[src/bpfm_pkg.sv]
// Shared types and constants of the buffer pool frame manager.
// Used by bpfm_ctrl, bpfm_datapath and buffer_pool_frame_manager_top.
package bpfm_pkg;

   localparam int CMD_W       = 3;
   localparam int STATUS_W    = 2;
   localparam int FIDX_OUT_W  = 4;
   localparam int CSR_IDX_W   = 1;
   localparam int CSR_DATA_W  = 5;
   localparam int MAX_RESULTS = 16;
   localparam int RES_CNT_W   = 5;

   localparam logic [CMD_W-1:0] CMD_PIN   = 3'd0;
   localparam logic [CMD_W-1:0] CMD_UNPIN = 3'd1;
   localparam logic [CMD_W-1:0] CMD_DIRTY = 3'd2;
   localparam logic [CMD_W-1:0] CMD_FORCE = 3'd3;
   localparam logic [CMD_W-1:0] CMD_FLUSH = 3'd4;

   localparam logic [STATUS_W-1:0] STS_OK       = 2'd0;
   localparam logic [STATUS_W-1:0] STS_NOT_RES  = 2'd1;
   localparam logic [STATUS_W-1:0] STS_NO_FRAME = 2'd2;

   localparam logic [1:0] POL_FIFO  = 2'd0;
   localparam logic [1:0] POL_LRU   = 2'd1;
   localparam logic [1:0] POL_CLOCK = 2'd2;
   localparam logic [1:0] POL_LFU   = 2'd3;

   localparam logic [CSR_IDX_W-1:0] REG_POLICY = 1'd0;
   localparam logic [CSR_IDX_W-1:0] REG_FRAMES = 1'd1;

   typedef enum logic [2:0] {
      ST_IDLE,
      ST_SCAN,
      ST_CLK_RD,
      ST_CLK_EV,
      ST_FINISH,
      ST_FL_RD,
      ST_FL_EV,
      ST_FL_END
   } bpfm_state_type;

   typedef struct packed {
      logic load_req;
      logic scan_step;
      logic clk_read;
      logic clk_eval;
      logic finish;
      logic fl_read;
      logic fl_eval;
      logic fl_end;
   } bpfm_cmd_type;

   typedef struct packed {
      logic is_flush;
      logic scan_done;
      logic need_clock;
      logic clk_exhausted;
      logic clk_hit;
      logic fl_done;
      logic out_free;
   } bpfm_stat_type;

   function automatic logic [31:0] sat_inc32(input logic [31:0] v);
      return (v == 32'hFFFF_FFFF) ? v : v + 32'd1;
   endfunction

   function automatic logic [15:0] sat_inc16(input logic [15:0] v);
      return (v == 16'hFFFF) ? v : v + 16'd1;
   endfunction

   function automatic logic [7:0] sat_inc8(input logic [7:0] v);
      return (v == 8'hFF) ? v : v + 8'd1;
   endfunction

endpackage

[src/bpfm_ctrl.sv]
// Command sequencer of the buffer pool frame manager.
// Depends on bpfm_pkg; drives the datapath through bpfm_cmd_type.
module bpfm_ctrl import bpfm_pkg::*; (
   input  logic          clock,
   input  logic          reset,
   input  logic          req_valid,
   output logic          req_ready,
   input  bpfm_stat_type stat,
   output bpfm_cmd_type  ctl
);

   bpfm_state_type state_ff, state_in;

   always_ff @(posedge clock) begin
      if (reset) begin
         state_ff <= ST_IDLE;
      end else begin
         state_ff <= state_in;
      end
   end

   always_comb begin
      state_in = state_ff;
      unique case (state_ff)
         ST_IDLE: begin
            if (req_valid) state_in = ST_SCAN;
         end
         ST_SCAN: begin
            if (stat.is_flush) state_in = ST_FL_RD;
            else if (stat.scan_done) state_in = stat.need_clock ? ST_CLK_RD : ST_FINISH;
         end
         ST_CLK_RD: begin
            state_in = stat.clk_exhausted ? ST_FINISH : ST_CLK_EV;
         end
         ST_CLK_EV: begin
            state_in = stat.clk_hit ? ST_FINISH : ST_CLK_RD;
         end
         ST_FINISH: begin
            if (stat.out_free) state_in = ST_IDLE;
         end
         ST_FL_RD: begin
            state_in = stat.fl_done ? ST_FL_END : ST_FL_EV;
         end
         ST_FL_EV: begin
            if (stat.out_free) state_in = ST_FL_RD;
         end
         ST_FL_END: begin
            if (stat.out_free) state_in = ST_IDLE;
         end
         default: state_in = ST_IDLE;
      endcase
   end

   always_comb begin
      req_ready     = (state_ff == ST_IDLE);
      ctl           = '0;
      ctl.load_req  = (state_ff == ST_IDLE) && req_valid;
      ctl.scan_step = (state_ff == ST_SCAN) && !stat.is_flush;
      ctl.clk_read  = (state_ff == ST_CLK_RD) && !stat.clk_exhausted;
      ctl.clk_eval  = (state_ff == ST_CLK_EV);
      ctl.finish    = (state_ff == ST_FINISH) && stat.out_free;
      ctl.fl_read   = (state_ff == ST_FL_RD) && !stat.fl_done;
      ctl.fl_eval   = (state_ff == ST_FL_EV) && stat.out_free;
      ctl.fl_end    = (state_ff == ST_FL_END) && stat.out_free;
   end

endmodule

[src/bpfm_datapath.sv]
// Frame table memory, scan logic, counters and result register.
// Depends on bpfm_pkg; sequenced by bpfm_ctrl.
module bpfm_datapath import bpfm_pkg::*; #(
   parameter int FRAMES    = 16,
   parameter int PAGE_BITS = 24
) (
   input  logic                   clock,
   input  logic                   reset,
   input  bpfm_cmd_type           ctl,
   output bpfm_stat_type          stat,
   input  logic [CMD_W-1:0]       req_cmd,
   input  logic [PAGE_BITS-1:0]   req_page_number,
   input  logic                   csr_valid,
   input  logic [CSR_IDX_W-1:0]   csr_index,
   input  logic [CSR_DATA_W-1:0]  csr_wdata,
   input  logic                   rsp_ready,
   output logic                   rsp_valid,
   output logic [STATUS_W-1:0]    rsp_status,
   output logic [FIDX_OUT_W-1:0]  rsp_frame_index,
   output logic                   rsp_hit,
   output logic                   rsp_load_needed,
   output logic                   rsp_writeback_valid,
   output logic [PAGE_BITS-1:0]   rsp_writeback_page,
   output logic [31:0]            rsp_read_io_total,
   output logic [31:0]            rsp_write_io_total,
   output logic                   rsp_last
);

   localparam int IDX_W  = $clog2(FRAMES);
   localparam int CNT_W  = $clog2(FRAMES + 1);
   localparam int STEP_W = $clog2(2 * FRAMES + 2);

   typedef struct packed {
      logic [PAGE_BITS-1:0] page;
      logic [7:0]           pins;
      logic                 dirty;
      logic [15:0]          hits;
      logic [31:0]          use_stamp;
      logic [31:0]          load_stamp;
      logic                 ref_bit;
   } entry_type;

   // configuration
   logic [1:0]  policy_ff, policy_in;
   logic [4:0]  frames_ff, frames_in;
   logic [CNT_W-1:0] n_cfg;

   // command
   logic [CMD_W-1:0]     cmd_ff, cmd_in;
   logic [PAGE_BITS-1:0] page_ff, page_in;
   logic [CNT_W-1:0]     n_ff, n_in;

   // frame table
   entry_type mem [FRAMES];
   logic [FRAMES-1:0] valid_ff, valid_in;
   entry_type         rd_raw_ff;
   entry_type         rd_entry;
   logic [IDX_W-1:0]  rd_idx_ff, rd_idx_in;
   logic              rd_en;
   logic              wr_en;
   logic [IDX_W-1:0]  wr_addr;
   entry_type         wr_data;

   // lookup scan
   logic             rd_vld_ff, rd_vld_in;
   logic [CNT_W-1:0] scan_addr_ff, scan_addr_in;
   logic             scan_issue;
   logic             match_found_ff, match_found_in;
   logic [IDX_W-1:0] match_idx_ff, match_idx_in;
   entry_type        match_entry_ff, match_entry_in;
   logic             inval_found_ff, inval_found_in;
   logic [IDX_W-1:0] inval_idx_ff, inval_idx_in;
   logic             best_found_ff, best_found_in;
   logic [IDX_W-1:0] best_idx_ff, best_idx_in;
   logic [31:0]      best_key_ff, best_key_in;
   logic             best_dirty_ff, best_dirty_in;
   logic [PAGE_BITS-1:0] best_page_ff, best_page_in;
   logic [31:0]      key;

   // clock scan
   logic [IDX_W-1:0]  hand_ff, hand_in;
   logic [IDX_W-1:0]  clk_h_ff, clk_h_in;
   logic [IDX_W-1:0]  clk_h_nx;
   logic [STEP_W-1:0] clk_step_ff, clk_step_in;
   logic              vic_found_ff, vic_found_in;
   logic [IDX_W-1:0]  vic_idx_ff, vic_idx_in;
   logic              vic_dirty_ff, vic_dirty_in;
   logic [PAGE_BITS-1:0] vic_page_ff, vic_page_in;

   // flush
   logic [CNT_W-1:0]     fl_idx_ff, fl_idx_in;
   logic [RES_CNT_W-1:0] fl_cnt_ff, fl_cnt_in;
   logic                 pend_vld_ff, pend_vld_in;
   logic [IDX_W-1:0]     pend_idx_ff, pend_idx_in;
   logic [PAGE_BITS-1:0] pend_page_ff, pend_page_in;
   logic [31:0]          pend_wtot_ff, pend_wtot_in;

   // totals
   logic [31:0] tick_ff, tick_in;
   logic [31:0] loads_ff, loads_in;
   logic [31:0] writes_ff, writes_in;

   // result register
   logic                  out_push;
   logic                  out_free;
   logic [STATUS_W-1:0]   o_status;
   logic [IDX_W-1:0]      o_idx;
   logic                  o_hit, o_ld, o_wv, o_last;
   logic [PAGE_BITS-1:0]  o_page;
   logic [31:0]           o_rtot, o_wtot;
   logic                  rsp_valid_ff, rsp_valid_in;
   logic [STATUS_W-1:0]   rsp_status_ff;
   logic [FIDX_OUT_W-1:0] rsp_fi_ff;
   logic                  rsp_hit_ff, rsp_ld_ff, rsp_wv_ff, rsp_last_ff;
   logic [PAGE_BITS-1:0]  rsp_page_ff;
   logic [31:0]           rsp_rtot_ff, rsp_wtot_ff;

   // finish decision
   logic             vic_ok;
   logic [IDX_W-1:0] vic_sel;
   logic             vic_sel_dirty;
   logic [PAGE_BITS-1:0] vic_sel_page;
   logic             fl_qual;

   always_comb begin
      if (frames_ff == 5'd0) n_cfg = CNT_W'(1);
      else if (int'(frames_ff) > FRAMES) n_cfg = CNT_W'(FRAMES);
      else n_cfg = CNT_W'(frames_ff);
   end

   assign rd_entry = valid_ff[rd_idx_ff] ? rd_raw_ff : '0;
   assign out_free = !rsp_valid_ff || rsp_ready;
   assign scan_issue = ctl.scan_step && (scan_addr_ff < n_ff);
   assign fl_qual = valid_ff[rd_idx_ff] && rd_entry.dirty && (rd_entry.pins == 8'd0);
   assign clk_h_nx = ((CNT_W'(clk_h_ff) + CNT_W'(1)) == n_ff) ? '0 : clk_h_ff + IDX_W'(1);

   always_comb begin
      case (policy_ff)
         POL_FIFO: key = rd_entry.load_stamp;
         POL_LRU:  key = rd_entry.use_stamp;
         default:  key = {16'd0, rd_entry.hits};
      endcase
   end

   always_comb begin
      if (policy_ff == POL_CLOCK) begin
         vic_ok        = inval_found_ff || vic_found_ff;
         vic_sel       = inval_found_ff ? inval_idx_ff : vic_idx_ff;
         vic_sel_dirty = !inval_found_ff && vic_dirty_ff;
         vic_sel_page  = vic_page_ff;
      end else begin
         vic_ok        = inval_found_ff || best_found_ff;
         vic_sel       = inval_found_ff ? inval_idx_ff : best_idx_ff;
         vic_sel_dirty = !inval_found_ff && best_dirty_ff;
         vic_sel_page  = best_page_ff;
      end
   end

   always_comb begin
      stat.is_flush      = (cmd_ff == CMD_FLUSH);
      stat.scan_done     = (scan_addr_ff == n_ff) && !rd_vld_ff;
      stat.need_clock    = (cmd_ff == CMD_PIN) && !match_found_ff && !inval_found_ff
                           && (policy_ff == POL_CLOCK);
      stat.clk_exhausted = (clk_step_ff == STEP_W'({n_ff, 1'b1}));
      stat.clk_hit       = (rd_entry.pins == 8'd0) && !rd_entry.ref_bit;
      stat.fl_done       = (fl_idx_ff == n_ff) || (fl_cnt_ff == RES_CNT_W'(MAX_RESULTS));
      stat.out_free      = out_free;
   end

   always_comb begin
      policy_in      = policy_ff;
      frames_in      = frames_ff;
      cmd_in         = cmd_ff;
      page_in        = page_ff;
      n_in           = n_ff;
      valid_in       = valid_ff;
      rd_en          = 1'b0;
      rd_idx_in      = rd_idx_ff;
      wr_en          = 1'b0;
      wr_addr        = match_idx_ff;
      wr_data        = match_entry_ff;
      rd_vld_in      = scan_issue;
      scan_addr_in   = scan_addr_ff;
      match_found_in = match_found_ff;
      match_idx_in   = match_idx_ff;
      match_entry_in = match_entry_ff;
      inval_found_in = inval_found_ff;
      inval_idx_in   = inval_idx_ff;
      best_found_in  = best_found_ff;
      best_idx_in    = best_idx_ff;
      best_key_in    = best_key_ff;
      best_dirty_in  = best_dirty_ff;
      best_page_in   = best_page_ff;
      hand_in        = hand_ff;
      clk_h_in       = clk_h_ff;
      clk_step_in    = clk_step_ff;
      vic_found_in   = vic_found_ff;
      vic_idx_in     = vic_idx_ff;
      vic_dirty_in   = vic_dirty_ff;
      vic_page_in    = vic_page_ff;
      fl_idx_in      = fl_idx_ff;
      fl_cnt_in      = fl_cnt_ff;
      pend_vld_in    = pend_vld_ff;
      pend_idx_in    = pend_idx_ff;
      pend_page_in   = pend_page_ff;
      pend_wtot_in   = pend_wtot_ff;
      tick_in        = tick_ff;
      loads_in       = loads_ff;
      writes_in      = writes_ff;
      out_push       = 1'b0;
      o_status       = STS_OK;
      o_idx          = '0;
      o_hit          = 1'b0;
      o_ld           = 1'b0;
      o_wv           = 1'b0;
      o_page         = '0;
      o_rtot         = loads_ff;
      o_wtot         = writes_ff;
      o_last         = 1'b1;

      if (csr_valid) begin
         unique case (csr_index)
            REG_POLICY: policy_in = csr_wdata[1:0];
            REG_FRAMES: frames_in = csr_wdata[4:0];
            default: ;
         endcase
      end

      if (ctl.load_req) begin
         cmd_in         = req_cmd;
         page_in        = req_page_number;
         n_in           = n_cfg;
         scan_addr_in   = '0;
         match_found_in = 1'b0;
         inval_found_in = 1'b0;
         best_found_in  = 1'b0;
         vic_found_in   = 1'b0;
         clk_h_in       = (CNT_W'(hand_ff) < n_cfg) ? hand_ff : '0;
         clk_step_in    = '0;
         fl_idx_in      = '0;
         fl_cnt_in      = '0;
         pend_vld_in    = 1'b0;
      end

      // lookup scan: issue one read a cycle, judge the word read last cycle
      if (scan_issue) begin
         rd_en        = 1'b1;
         rd_idx_in    = scan_addr_ff[IDX_W-1:0];
         scan_addr_in = scan_addr_ff + CNT_W'(1);
      end
      if (ctl.scan_step && rd_vld_ff) begin
         if (valid_ff[rd_idx_ff] && (rd_entry.page == page_ff) && !match_found_ff) begin
            match_found_in = 1'b1;
            match_idx_in   = rd_idx_ff;
            match_entry_in = rd_entry;
         end
         if (!valid_ff[rd_idx_ff] && !inval_found_ff) begin
            inval_found_in = 1'b1;
            inval_idx_in   = rd_idx_ff;
         end
         if ((rd_entry.pins == 8'd0) && (!best_found_ff || (key < best_key_ff))) begin
            best_found_in = 1'b1;
            best_idx_in   = rd_idx_ff;
            best_key_in   = key;
            best_dirty_in = rd_entry.dirty;
            best_page_in  = rd_entry.page;
         end
      end

      if (ctl.clk_read) begin
         rd_en     = 1'b1;
         rd_idx_in = clk_h_ff;
      end
      if (ctl.clk_eval) begin
         clk_step_in = clk_step_ff + STEP_W'(1);
         clk_h_in    = clk_h_nx;
         if (stat.clk_hit) begin
            vic_found_in = 1'b1;
            vic_idx_in   = clk_h_ff;
            vic_dirty_in = rd_entry.dirty;
            vic_page_in  = rd_entry.page;
            hand_in      = clk_h_nx;
         end else if (rd_entry.pins == 8'd0) begin
            // second chance: drop the reference bit and move on
            wr_en           = 1'b1;
            wr_addr         = clk_h_ff;
            wr_data         = rd_entry;
            wr_data.ref_bit = 1'b0;
         end
      end

      if (ctl.finish) begin
         out_push = 1'b1;
         unique case (cmd_ff)
            CMD_PIN: begin
               if (match_found_ff) begin
                  wr_en             = 1'b1;
                  wr_addr           = match_idx_ff;
                  wr_data           = match_entry_ff;
                  wr_data.pins      = sat_inc8(match_entry_ff.pins);
                  wr_data.hits      = sat_inc16(match_entry_ff.hits);
                  wr_data.ref_bit   = 1'b1;
                  wr_data.use_stamp = tick_ff;
                  tick_in           = sat_inc32(tick_ff);
                  o_idx             = match_idx_ff;
                  o_hit             = 1'b1;
               end else if (!vic_ok) begin
                  o_status = STS_NO_FRAME;
               end else begin
                  wr_en              = 1'b1;
                  wr_addr            = vic_sel;
                  wr_data.page       = page_ff;
                  wr_data.pins       = 8'd1;
                  wr_data.dirty      = 1'b0;
                  wr_data.hits       = 16'd1;
                  wr_data.use_stamp  = tick_ff;
                  wr_data.load_stamp = tick_ff;
                  wr_data.ref_bit    = 1'b1;
                  valid_in[vic_sel]  = 1'b1;
                  tick_in            = sat_inc32(tick_ff);
                  loads_in           = sat_inc32(loads_ff);
                  if (vic_sel_dirty) begin
                     writes_in = sat_inc32(writes_ff);
                     o_wv      = 1'b1;
                     o_page    = vic_sel_page;
                  end
                  o_idx = vic_sel;
                  o_ld  = 1'b1;
               end
            end
            CMD_UNPIN, CMD_DIRTY, CMD_FORCE: begin
               if (!match_found_ff) begin
                  o_status = STS_NOT_RES;
               end else begin
                  wr_en   = 1'b1;
                  wr_addr = match_idx_ff;
                  wr_data = match_entry_ff;
                  o_idx   = match_idx_ff;
                  if (cmd_ff == CMD_UNPIN) begin
                     if (match_entry_ff.pins != 8'd0) wr_data.pins = match_entry_ff.pins - 8'd1;
                  end else if (cmd_ff == CMD_DIRTY) begin
                     wr_data.dirty = 1'b1;
                  end else begin
                     wr_data.dirty = 1'b0;
                     writes_in     = sat_inc32(writes_ff);
                     o_wv          = 1'b1;
                     o_page        = match_entry_ff.page;
                  end
               end
            end
            default: ;
         endcase
         o_rtot = loads_in;
         o_wtot = writes_in;
      end

      if (ctl.fl_read) begin
         rd_en     = 1'b1;
         rd_idx_in = fl_idx_ff[IDX_W-1:0];
      end
      if (ctl.fl_eval) begin
         fl_idx_in = fl_idx_ff + CNT_W'(1);
         if (fl_qual) begin
            wr_en         = 1'b1;
            wr_addr       = rd_idx_ff;
            wr_data       = rd_entry;
            wr_data.dirty = 1'b0;
            writes_in     = sat_inc32(writes_ff);
            fl_cnt_in     = fl_cnt_ff + RES_CNT_W'(1);
            // release the held word now that another one follows it
            if (pend_vld_ff) begin
               out_push = 1'b1;
               o_idx    = pend_idx_ff;
               o_wv     = 1'b1;
               o_page   = pend_page_ff;
               o_wtot   = pend_wtot_ff;
               o_last   = 1'b0;
            end
            pend_vld_in  = 1'b1;
            pend_idx_in  = rd_idx_ff;
            pend_page_in = rd_entry.page;
            pend_wtot_in = writes_in;
         end
      end
      if (ctl.fl_end) begin
         out_push = 1'b1;
         if (pend_vld_ff) begin
            o_idx  = pend_idx_ff;
            o_wv   = 1'b1;
            o_page = pend_page_ff;
            o_wtot = pend_wtot_ff;
         end
      end

      if (out_push) rsp_valid_in = 1'b1;
      else if (rsp_ready) rsp_valid_in = 1'b0;
      else rsp_valid_in = rsp_valid_ff;
   end

   always_ff @(posedge clock) begin
      if (wr_en) mem[wr_addr] <= wr_data;
      if (rd_en) rd_raw_ff <= mem[rd_idx_in];
   end

   always_ff @(posedge clock) begin
      if (reset) begin
         policy_ff      <= POL_LRU;
         frames_ff      <= 5'd16;
         valid_ff       <= '0;
         rd_vld_ff      <= 1'b0;
         scan_addr_ff   <= '0;
         match_found_ff <= 1'b0;
         inval_found_ff <= 1'b0;
         best_found_ff  <= 1'b0;
         vic_found_ff   <= 1'b0;
         hand_ff        <= '0;
         clk_h_ff       <= '0;
         clk_step_ff    <= '0;
         fl_idx_ff      <= '0;
         fl_cnt_ff      <= '0;
         pend_vld_ff    <= 1'b0;
         tick_ff        <= '0;
         loads_ff       <= '0;
         writes_ff      <= '0;
         cmd_ff         <= '0;
         n_ff           <= '0;
         rsp_valid_ff   <= 1'b0;
      end else begin
         policy_ff      <= policy_in;
         frames_ff      <= frames_in;
         valid_ff       <= valid_in;
         rd_vld_ff      <= rd_vld_in;
         scan_addr_ff   <= scan_addr_in;
         match_found_ff <= match_found_in;
         inval_found_ff <= inval_found_in;
         best_found_ff  <= best_found_in;
         vic_found_ff   <= vic_found_in;
         hand_ff        <= hand_in;
         clk_h_ff       <= clk_h_in;
         clk_step_ff    <= clk_step_in;
         fl_idx_ff      <= fl_idx_in;
         fl_cnt_ff      <= fl_cnt_in;
         pend_vld_ff    <= pend_vld_in;
         tick_ff        <= tick_in;
         loads_ff       <= loads_in;
         writes_ff      <= writes_in;
         cmd_ff         <= cmd_in;
         n_ff           <= n_in;
         rsp_valid_ff   <= rsp_valid_in;
      end
   end

   always_ff @(posedge clock) begin
      page_ff        <= page_in;
      rd_idx_ff      <= rd_idx_in;
      match_idx_ff   <= match_idx_in;
      match_entry_ff <= match_entry_in;
      inval_idx_ff   <= inval_idx_in;
      best_idx_ff    <= best_idx_in;
      best_key_ff    <= best_key_in;
      best_dirty_ff  <= best_dirty_in;
      best_page_ff   <= best_page_in;
      vic_idx_ff     <= vic_idx_in;
      vic_dirty_ff   <= vic_dirty_in;
      vic_page_ff    <= vic_page_in;
      pend_idx_ff    <= pend_idx_in;
      pend_page_ff   <= pend_page_in;
      pend_wtot_ff   <= pend_wtot_in;
      if (out_push) begin
         rsp_status_ff <= o_status;
         rsp_fi_ff     <= FIDX_OUT_W'(o_idx);
         rsp_hit_ff    <= o_hit;
         rsp_ld_ff     <= o_ld;
         rsp_wv_ff     <= o_wv;
         rsp_page_ff   <= o_page;
         rsp_rtot_ff   <= o_rtot;
         rsp_wtot_ff   <= o_wtot;
         rsp_last_ff   <= o_last;
      end
   end

   assign rsp_valid           = rsp_valid_ff;
   assign rsp_status          = rsp_status_ff;
   assign rsp_frame_index     = rsp_fi_ff;
   assign rsp_hit             = rsp_hit_ff;
   assign rsp_load_needed     = rsp_ld_ff;
   assign rsp_writeback_valid = rsp_wv_ff;
   assign rsp_writeback_page  = rsp_page_ff;
   assign rsp_read_io_total   = rsp_rtot_ff;
   assign rsp_write_io_total  = rsp_wtot_ff;
   assign rsp_last            = rsp_last_ff;

endmodule

[src/buffer_pool_frame_manager_top.sv]
// Channel   Handshake             Payload
// req       req_valid/req_ready   req_cmd, req_page_number
// rsp       rsp_valid/rsp_ready   status, frame index, flags, writeback page, io totals, last
// csr       csr_valid/csr_ready   csr_index, csr_wdata (0 policy, 1 frames in use)
//
// One command at a time. The lookup scan reads the frame table once per cycle
// through its registered read port; the finish step then updates the table and
// posts the word, and the sequencer returns to idle to take the next command.
// A CLOCK eviction takes a read and an evaluate state per hand step, up to
// 2n + 1 steps. Flush reads and evaluates each frame in turn, then posts the
// last word; a stalled rsp holds the sequencer.
// Reset is synchronous; the table needs no clearing pass.
// Top level of the buffer pool frame manager; depends on bpfm_pkg, bpfm_ctrl, bpfm_datapath.
module buffer_pool_frame_manager_top import bpfm_pkg::*; #(
   parameter int FRAMES    = 16,
   parameter int PAGE_BITS = 24
) (
   input  logic                  clock,
   input  logic                  reset,
   input  logic                  req_valid,
   output logic                  req_ready,
   input  logic [CMD_W-1:0]      req_cmd,
   input  logic [PAGE_BITS-1:0]  req_page_number,
   output logic                  rsp_valid,
   input  logic                  rsp_ready,
   output logic [STATUS_W-1:0]   rsp_status,
   output logic [FIDX_OUT_W-1:0] rsp_frame_index,
   output logic                  rsp_hit,
   output logic                  rsp_load_needed,
   output logic                  rsp_writeback_valid,
   output logic [PAGE_BITS-1:0]  rsp_writeback_page,
   output logic [31:0]           rsp_read_io_total,
   output logic [31:0]           rsp_write_io_total,
   output logic                  rsp_last,
   input  logic                  csr_valid,
   output logic                  csr_ready,
   input  logic [CSR_IDX_W-1:0]  csr_index,
   input  logic [CSR_DATA_W-1:0] csr_wdata
);

   bpfm_cmd_type  ctl;
   bpfm_stat_type stat;

   assign csr_ready = 1'b1;

   bpfm_ctrl u_ctrl (
      .clock     (clock),
      .reset     (reset),
      .req_valid (req_valid),
      .req_ready (req_ready),
      .stat      (stat),
      .ctl       (ctl)
   );

   bpfm_datapath #(
      .FRAMES    (FRAMES),
      .PAGE_BITS (PAGE_BITS)
   ) u_datapath (
      .clock               (clock),
      .reset               (reset),
      .ctl                 (ctl),
      .stat                (stat),
      .req_cmd             (req_cmd),
      .req_page_number     (req_page_number),
      .csr_valid           (csr_valid),
      .csr_index           (csr_index),
      .csr_wdata           (csr_wdata),
      .rsp_ready           (rsp_ready),
      .rsp_valid           (rsp_valid),
      .rsp_status          (rsp_status),
      .rsp_frame_index     (rsp_frame_index),
      .rsp_hit             (rsp_hit),
      .rsp_load_needed     (rsp_load_needed),
      .rsp_writeback_valid (rsp_writeback_valid),
      .rsp_writeback_page  (rsp_writeback_page),
      .rsp_read_io_total   (rsp_read_io_total),
      .rsp_write_io_total  (rsp_write_io_total),
      .rsp_last            (rsp_last)
   );

   // busy after an accepted command
   a_busy_after_accept: assert property (@(posedge clock) disable iff (reset)
      req_valid && req_ready |=> !req_ready)
      else $error("accepted a second command back to back");

   a_error_clean: assert property (@(posedge clock) disable iff (reset)
      rsp_valid && (rsp_status != STS_OK) |->
         !rsp_hit && !rsp_load_needed && !rsp_writeback_valid && rsp_last)
      else $error("error word carries flags");

   a_hit_or_load: assert property (@(posedge clock) disable iff (reset)
      rsp_valid |-> !(rsp_hit && rsp_load_needed))
      else $error("hit and load in one word");

   a_flush_not_last_busy: assert property (@(posedge clock) disable iff (reset)
      rsp_valid && !rsp_last |-> !req_ready)
      else $error("idle while a flush is still in progress");

endmodule
[config.mk]
export PLATFORM = sky130hd
export DESIGN_NAME = buffer_pool_frame_manager_top
export DESIGN_NICKNAME = d
export VERILOG_FILES = /design/src/bpfm_pkg.sv /design/src/bpfm_ctrl.sv /design/src/bpfm_datapath.sv /design/src/buffer_pool_frame_manager_top.sv
export SDC_FILE = /design/constraint.sdc
export NUM_CORES = 2
export LEC_CHECK = 0
export BUFFER_PORTS_ARGS = -buffer_cell sky130_fd_sc_hd__buf_4
export CORE_MARGIN = 5
export CORE_UTILIZATION = 50
export DETAILED_ROUTE_END_ITERATION = 16
export GPL_TIMING_DRIVEN = 0
export PLACE_DENSITY = 0.66
export SYNTH_ARGS = -nofsm -noshare
export SYNTH_HDL_FRONTEND = slang
export SYNTH_SLANG_ARGS = --single-unit
[constraint.sdc]
create_clock -name clock -period 14.2 [get_ports clock]
set_clock_uncertainty 0.1 [all_clocks]
set_input_delay 0.71 -clock clock [delete_from_list [all_inputs] [get_ports clock]]
set_output_delay 0.71 -clock clock [all_outputs]
set_load 0.02 [all_outputs]
* Word-level counts from Yosys, hierarchy flattened *
Memories as Yosys holds them, arrays and structs flattened. A register that Yosys moved wholly into a read port is not among the register bits.
Cells that the tools add are included.

word-level totals
  memories kept = 1
  bits of input ports = 38
  register bits = 564
  bits in latches = 0
  memory bits (writable) = 1824
  memory bits (read-only) = 0

memory list
  name            depth  width  rd ports  clocked after Yosys merged registers in  wr ports  RTL line             source
  u_datapath.mem  16     114    1         1                                        1         bpfm_datapath.sv:54  entry_type mem [FRAMES];

cells by class
  div/mod/pow operators = 0
  reduce and logical (&&, ||, !) cells = 63
  mux-type cells = 169
  $lt $le $gt $ge = 7
  multipliers = 0
  equal/unequal tests = 28
  bitwise logic cells = 5
  add/sub/neg operators = 12
  shift operators = 0

operators with widths
  cell                                           count
  2-to-1 mux 114 bit                             10
  2-to-1 mux 32 bit                              23
  2-to-1 mux 24 bit                              13
  case mux 114 bit (2 select lines)              1
  case mux 32 bit (2 select lines)               2
  2-to-1 mux 4 bit                               28
  adder 32 x 1 -> 32 bit, second input constant  3
  == test 32 bit, second input constant          3
  2-to-1 mux 1 bit                               59
  case mux 24 bit (2 select lines)               1
  2-to-1 mux 5 bit                               8
  less-than comparator 32 bit                    1
  == test 24 bit                                 1
  2-to-1 mux 3 bit                               8
  2-to-1 mux 8 bit                               3
  logical AND 1 bit                              23
  case mux 3 bit (7 select lines)                1
  adder 16 x 1 -> 16 bit, second input constant  1
  == test 16 bit, second input constant          1
  2-to-1 mux 16 bit                              1
  OR 16 bit                                      1
  case mux 4 bit (2 select lines)                2
  AND reduction 2 bit                            8
  adder 5 x 1 -> 5 bit, second input constant    3
  other kinds (41)                               79

* Longest topological paths before layout *
  word-level depth = 15
  depth in mapped cells = 19

* Cells and area by module *
A second synthesis with hierarchy kept.

unflattened totals
  cells, all modules = 8862
  area total of the unflattened synthesis = 104441.4 um^2

by module, submodules not included
  module                         seq. area each (um^2)  cells each  times used  area an instance (um^2)
  bpfm_datapath                  73370.4                8815        1           104098.6
  bpfm_ctrl                      60.1                   45          1           331.6
  buffer_pool_frame_manager_top  0.0                    2           1           11.3

* Least setup slack after synthesis *
OpenSTA, ideal clock, no wires.

  path type = input to register
  start = in rsp_ready
  end = reg u_datapath.rsp_fi_ff[0], in the netlist u_datapath.rsp_frame_index[0], enable pin
  path slack = 5.496 ns
  required time = 13.408 ns
  data arrival time = 7.911 ns
  setup time = 0.692 ns
  cell stages on the path = 3
  cells stage by stage = nor2b_1 nand2b_1 o21ai_0

between the ends
  longest elaborated chain between the ends = 7
  elaborated cells between the ends (all ways) = 9
  those cells by class = mux (5); reduce/logical (4)

ends and longest elaborated chain
  what                           RTL line                             source
  from (decl)                    buffer_pool_frame_manager_top.sv:25  input logic rsp_ready,
  logical OR 1 bit *             bpfm_datapath.sv:132                 assign out_free = !rsp_valid_ff || rsp_ready;
  logical AND 1 bit              bpfm_ctrl.sv:61                      ctl.finish = (state_ff == ST_FINISH) && stat.out_free;
  2-to-1 mux 1 bit               bpfm_datapath.sv:292                 if (ctl.finish) begin
  2-to-1 mux 1 bit               bpfm_datapath.sv:371                 if (pend_vld_ff) begin
  2-to-1 mux 1 bit               bpfm_datapath.sv:363                 if (fl_qual) begin
  2-to-1 mux 1 bit               bpfm_datapath.sv:361                 if (ctl.fl_eval) begin
  2-to-1 mux 1 bit *             bpfm_datapath.sv:385                 if (ctl.fl_end) begin
  named net u_datapath.out_push  bpfm_datapath.sv:104                 logic out_push;
  to (signal assigned)           bpfm_datapath.sv:471                 rsp_fi_ff <= FIDX_OUT_W'(o_idx);
  to (decl)                      bpfm_datapath.sv:113                 logic [FIDX_OUT_W-1:0] rsp_fi_ff;

Mark *: on every way through the listed nets, which the timed path passes. The rest lies on a longest branch.
A chain may end at the register's enable or synchronous reset.

* Worst setup path in the final report *
  start = reg u_datapath.rd_idx_ff[1]
  end = reg u_datapath.best_page_ff[18], enable pin

between the ends
  longest elaborated chain between the ends = 8
  elaborated cells between the ends (all ways) = 9
  those cells by class = order compare (1); mux (4); reduce/logical (4)

ends and longest elaborated chain
  what                                    RTL line              source
  from (decl)                             bpfm_datapath.sv:58   logic [IDX_W-1:0] rd_idx_ff, rd_idx_in;
  from (signal assigned)                  bpfm_datapath.sv:455  rd_idx_ff <= rd_idx_in;
  binary-select mux 1 bit (select 4 bit)  bpfm_datapath.sv:131  assign rd_entry = valid_ff[rd_idx_ff] ? rd_raw_ff : '0;
  2-to-1 mux 1 bit (not written as such)  bpfm_datapath.sv:131
  2-to-1 mux 114 bit                      bpfm_datapath.sv:131
  case mux 32 bit (2 select lines)        bpfm_datapath.sv:138  case (policy_ff)
  named net u_datapath.key[9]             bpfm_datapath.sv:78   logic [31:0] key;
  less-than comparator 32 bit             bpfm_datapath.sv:261  if ((rd_entry.pins == 8'd0) && (!best_found_ff || (key < best_key_ff))) begin
  logical OR 1 bit                        bpfm_datapath.sv:261
  logical AND 1 bit                       bpfm_datapath.sv:261
  AND reduction 2 bit (no line)           n/a
  to (signal assigned)                    bpfm_datapath.sv:462  best_page_ff <= best_page_in;
  to (decl)                               bpfm_datapath.sv:77   logic [PAGE_BITS-1:0] best_page_ff, best_page_in;

The timed path passes the listed nets, and every way through them passes these cells. The select of a mux whose other input is x is not followed.

==> impl_metrics.py <==
metrics = {
    "min_path": {
        "hold_depth": 2,
        "hold_path.class": "primary input to flip-flop",
    },
    "floorplan": {
        "core_area_um2": 210000,
        "die-height_um": 469,
        "fp.dieW_um": 469,
        "die_area_um2": 220000,
        "ioPinCount": 139,
        "rows": 168,
        "start_util_pct": 50.3,
    },
    "status": {
        "outcome": "finished with violations",
        "failed_checks": "capacitance limit, slew limit",
    },
    "clock_tree": {
        "cts.clk_slew.worst_paths_ns": 0.06,
        "worstSkewPairLatency_ns": 0.95,
        "tritoncts": "yes",
        "clkSinkCount": 2502,
        "cts_resized": 0,
        "h-tree-depth": 5,
        "cts_buffers": 279,
        "clockBufferDepth": 4,
        "ctsRootBufferMaster": "clkbuf_16",
    },
    "power": {
        "powerDensity_nw_per_um2": 161,
        "p_comb_share_pct": 23.2,
        "p_leak_nw": 44.2,
        "fin_total_pwr_mw": 19.5,
        "p_sw_share_pct": 31.7,
        "seqPwrFrac_pct": 42.5,
        "ir_worst_vdd_v": 0.000117,
        "clock_power_share_pct": 34.3,
        "switchingPower_mw": 6.20,
        "internal-power_mw": 13.3,
    },
    "sta": {
        "rsz0062_at_grt": "no",
        "timing.final.ws_setup_ns": 6.24,
        "finalSetupViolCount": 0,
        "finalHoldViolCount": 0,
        "finalSetupTns_ns": 0,
        "drv_slew": 23,
        "worst_slew_pin_slew_ns": 1.57,
        "min_period_ns": 7.96,
        "fmax_mhz": 126,
        "period_share_pct": 56.0,
        "fin_hold_ws_ns": 0.0863,
        "slew_headroom_pct": -4.61,
    },
    "layout": {
        "synthToLayoutAreaGrowth_pct": 15.5,
        "nets": 8279,
        "layout.cells.non_filler": 11200,
        "final_common_cell": "edfxtp_1",
        "drive_gt1_share_pct": 13.4,
        "final_area_um2": 122000,
        "final_cell_mix": "edfxtp_1 (2332), nand2_1 (664), a21oi_1 (498)",
        "fin_util_pct": 58.1,
    },
    "synth": {
        "yosys.area.top_type_share_pct": 66.5,
        "mappedNetlistNets": 7677,
        "syn_inst": 7587,
        "synth_warnings": 0,
        "seq_area_frac_synth_pct": 69.7,
        "async_flop_share_pct": 0,
        "synth_seq_cells": 2502,
        "ys_types": 86,
        "synth.area.top_cells": "edfxtp_1 (66%), o211ai_1 (3.3%), dfxtp_1 (3.2%), mux2_2 (2.4%), a21oi_1 (2.4%)",
        "synth_edf_count": 2332,
        "syn_area_um2": 105000,
        "avgSynthCellArea_um2": 13.9,
        "yosysTopAreaCell": "edfxtp_1",
        "synthFlopType": "edfxtp_1",
    },
    "grt": {
        "grt_use_total_pct": 31.5,
        "antenna_found_initial": 16,
        "grt_pass1_vias": 68900,
        "grt_pass1_wl_um": 497000,
        "grt_start_max_net_pins": 61,
        "grt-ovfl-total": 0,
    },
    "drt": {
        "via_per_inst": 6.41,
        "first_pass_iters": 6,
        "vias": 71800,
        "drc": 0,
        "post_drt_wl_per_cell_um": 31.6,
        "drtIter0Drc": 10100,
        "routed_wl_um": 354000,
        "ant_nets": 0,
    },
    "placement": {
        "place.detailed.hpwl_um": 248000,
        "pre_cts_slack_ns": 6.59,
        "place_congestion": 0.979,
        "placed_cells": 10700,
        "io_buffers": 136,
        "placed_cell_area_um2": 113000,
    },
    "critical_path": {
        "required_ns": 14.70,
        "startpoint_type": "flip-flop",
        "rr_worst_depth": 20,
        "critPathArrivalTime_ns": 8.46,
        "crit_path_max_fanout": 43,
        "cp-end-kind": "flip-flop",
        "critPathKind": "flip-flop to flip-flop",
    },
    "job": {
        "cap_violations": 1,
    },
}
## critical path, cell delays in order, from the launching register on
cell	delay [ns]
dfxtp_1	0.42
clkbuf_1	0.47
mux4_2	0.34
mux4_2	0.32
clkbuf_1	0.71
clkbuf_1	0.91
clkbuf_1	0.66
nand2_1	0.32
nor2_1	0.17
a21oi_1	0.09
o21ai_0	0.30
ha_1	0.31
a21o_1	0.18
a21o_1	0.16
a21o_1	0.19
a21o_1	0.19
a21o_1	0.18
a21o_1	0.18
a221oi_1	0.49
and3_4	0.53
buf_16	0.32
## routing by layer
layer	global-route usage, %	wire [um]	up-vias
met1	43.8	139000	35900
li1	-	-	30400
met4	16.3	20400	8
met5	0	55	-
met2	46.3	154000	4600
met3	7.69	40500	819
## synth_stat cells, types with 19 or more instances
| cell type | n |
|---|---|
| edfxtp_1 | 2332 |
| nand2_1 | 664 |
| a21oi_1 | 512 |
| o211ai_1 | 467 |
| clkbuf_1 | 418 |
| nor2_1 | 384 |
| inv_1 | 333 |
| a221oi_1 | 271 |
| mux2i_1 | 248 |
| mux2_2 | 229 |
| o211a_1 | 228 |
| dfxtp_1 | 170 |
| o21ai_0 | 165 |
| or4_1 | 116 |
| xor2_1 | 94 |
| and2_1 | 89 |
| xnor2_1 | 86 |
| buf_2 | 85 |
| nand3_1 | 84 |
| ha_1 | 52 |
| nor3_1 | 49 |
| nand4_1 | 43 |
| nor2b_1 | 42 |
| a22oi_1 | 36 |
| and3_1 | 32 |
| buf_1 | 31 |
| a31oi_1 | 28 |
| a21o_1 | 21 |
| and4_1 | 20 |
| nand2b_1 | 19 |
| o22ai_1 | 19 |
## registers in the layout, summed over array words and instances, names as in the netlist, 24 cells and up
register,count
u_datapath.rsp_read_io_total,32
u_datapath.mem,1824
u_datapath.best_page_ff,24
u_datapath.vic_page_ff,24
u_datapath.pend_page_ff,24
u_datapath.best_key_ff,32
u_datapath.rd_raw_ff,114
u_datapath.pend_wtot_ff,32
u_datapath.loads_ff,32
u_datapath.match_entry_ff,114
u_datapath.rsp_writeback_page,24
u_datapath.tick_ff,32
u_datapath.writes_ff,32
u_datapath.rsp_write_io_total,32
u_datapath.page_ff,24
## final cells by class
class / instances / area [um^2]
Fill cell: 16200 / 87900
Sequential cell: 2502 / 73400
Multi-Input combinational cell: 4195 / 28900
Clock buffer: 354 / 7430
Timing Repair Buffer: 321 / 4020
Tap cell: 2805 / 3510
Buffer: 554 / 2280
Inverter: 336 / 1260
Clock inverter: 109 / 787
Antenna cell: 18 / 45.0
## logic make-up (layout without fill, tap and decap cells)
group / after synthesis / in the layout / synth area share, %
compound gates: 1867 / 1867 / 12.7
xor+xnor: 180 / 180 / 1.50
fa+ha+maj: 52 / 52 / 0.617
buf+inv: 890 / 1674 / 3.34
flops: 2502 / 2502 / 69.7
mux: 487 / 487 / 4.96
other cells: 1 / 19 / 0.00356
simple gates: 1608 / 1608 / 7.14
## power by group through the flow
stage               clock network (mW)  logic [mW]  registers (mW)
finish                            6.70        4.54            8.30
global route                      7.05        4.70            8.29
CTS                               6.75        4.44            8.29
detailed placement                   0        4.41            8.45
global placement                     0        4.28            8.48
floorplan                            0        2.42            8.41
## repair_timing
item                                   in CTS  in global routing
hold buffers                               31                  0
endpoints found under the hold margin      29                  0
setup buffers                               0                  0
## path summary, 6_finish.rpt
check	to	start	slack (ns)
max	u_datapath.best_page_ff[18]	u_datapath.rd_idx_ff[1]	6.24
min	u_datapath.loads_ff[23]	reset	0.09
max reg2reg	u_datapath.best_page_ff[18]	u_datapath.rd_idx_ff[1]	6.24
min reg2reg	u_datapath.vic_idx_ff[2]	u_datapath.clk_h_ff[2]	0.34
Note: power is estimated with default switching activity, not from simulation.
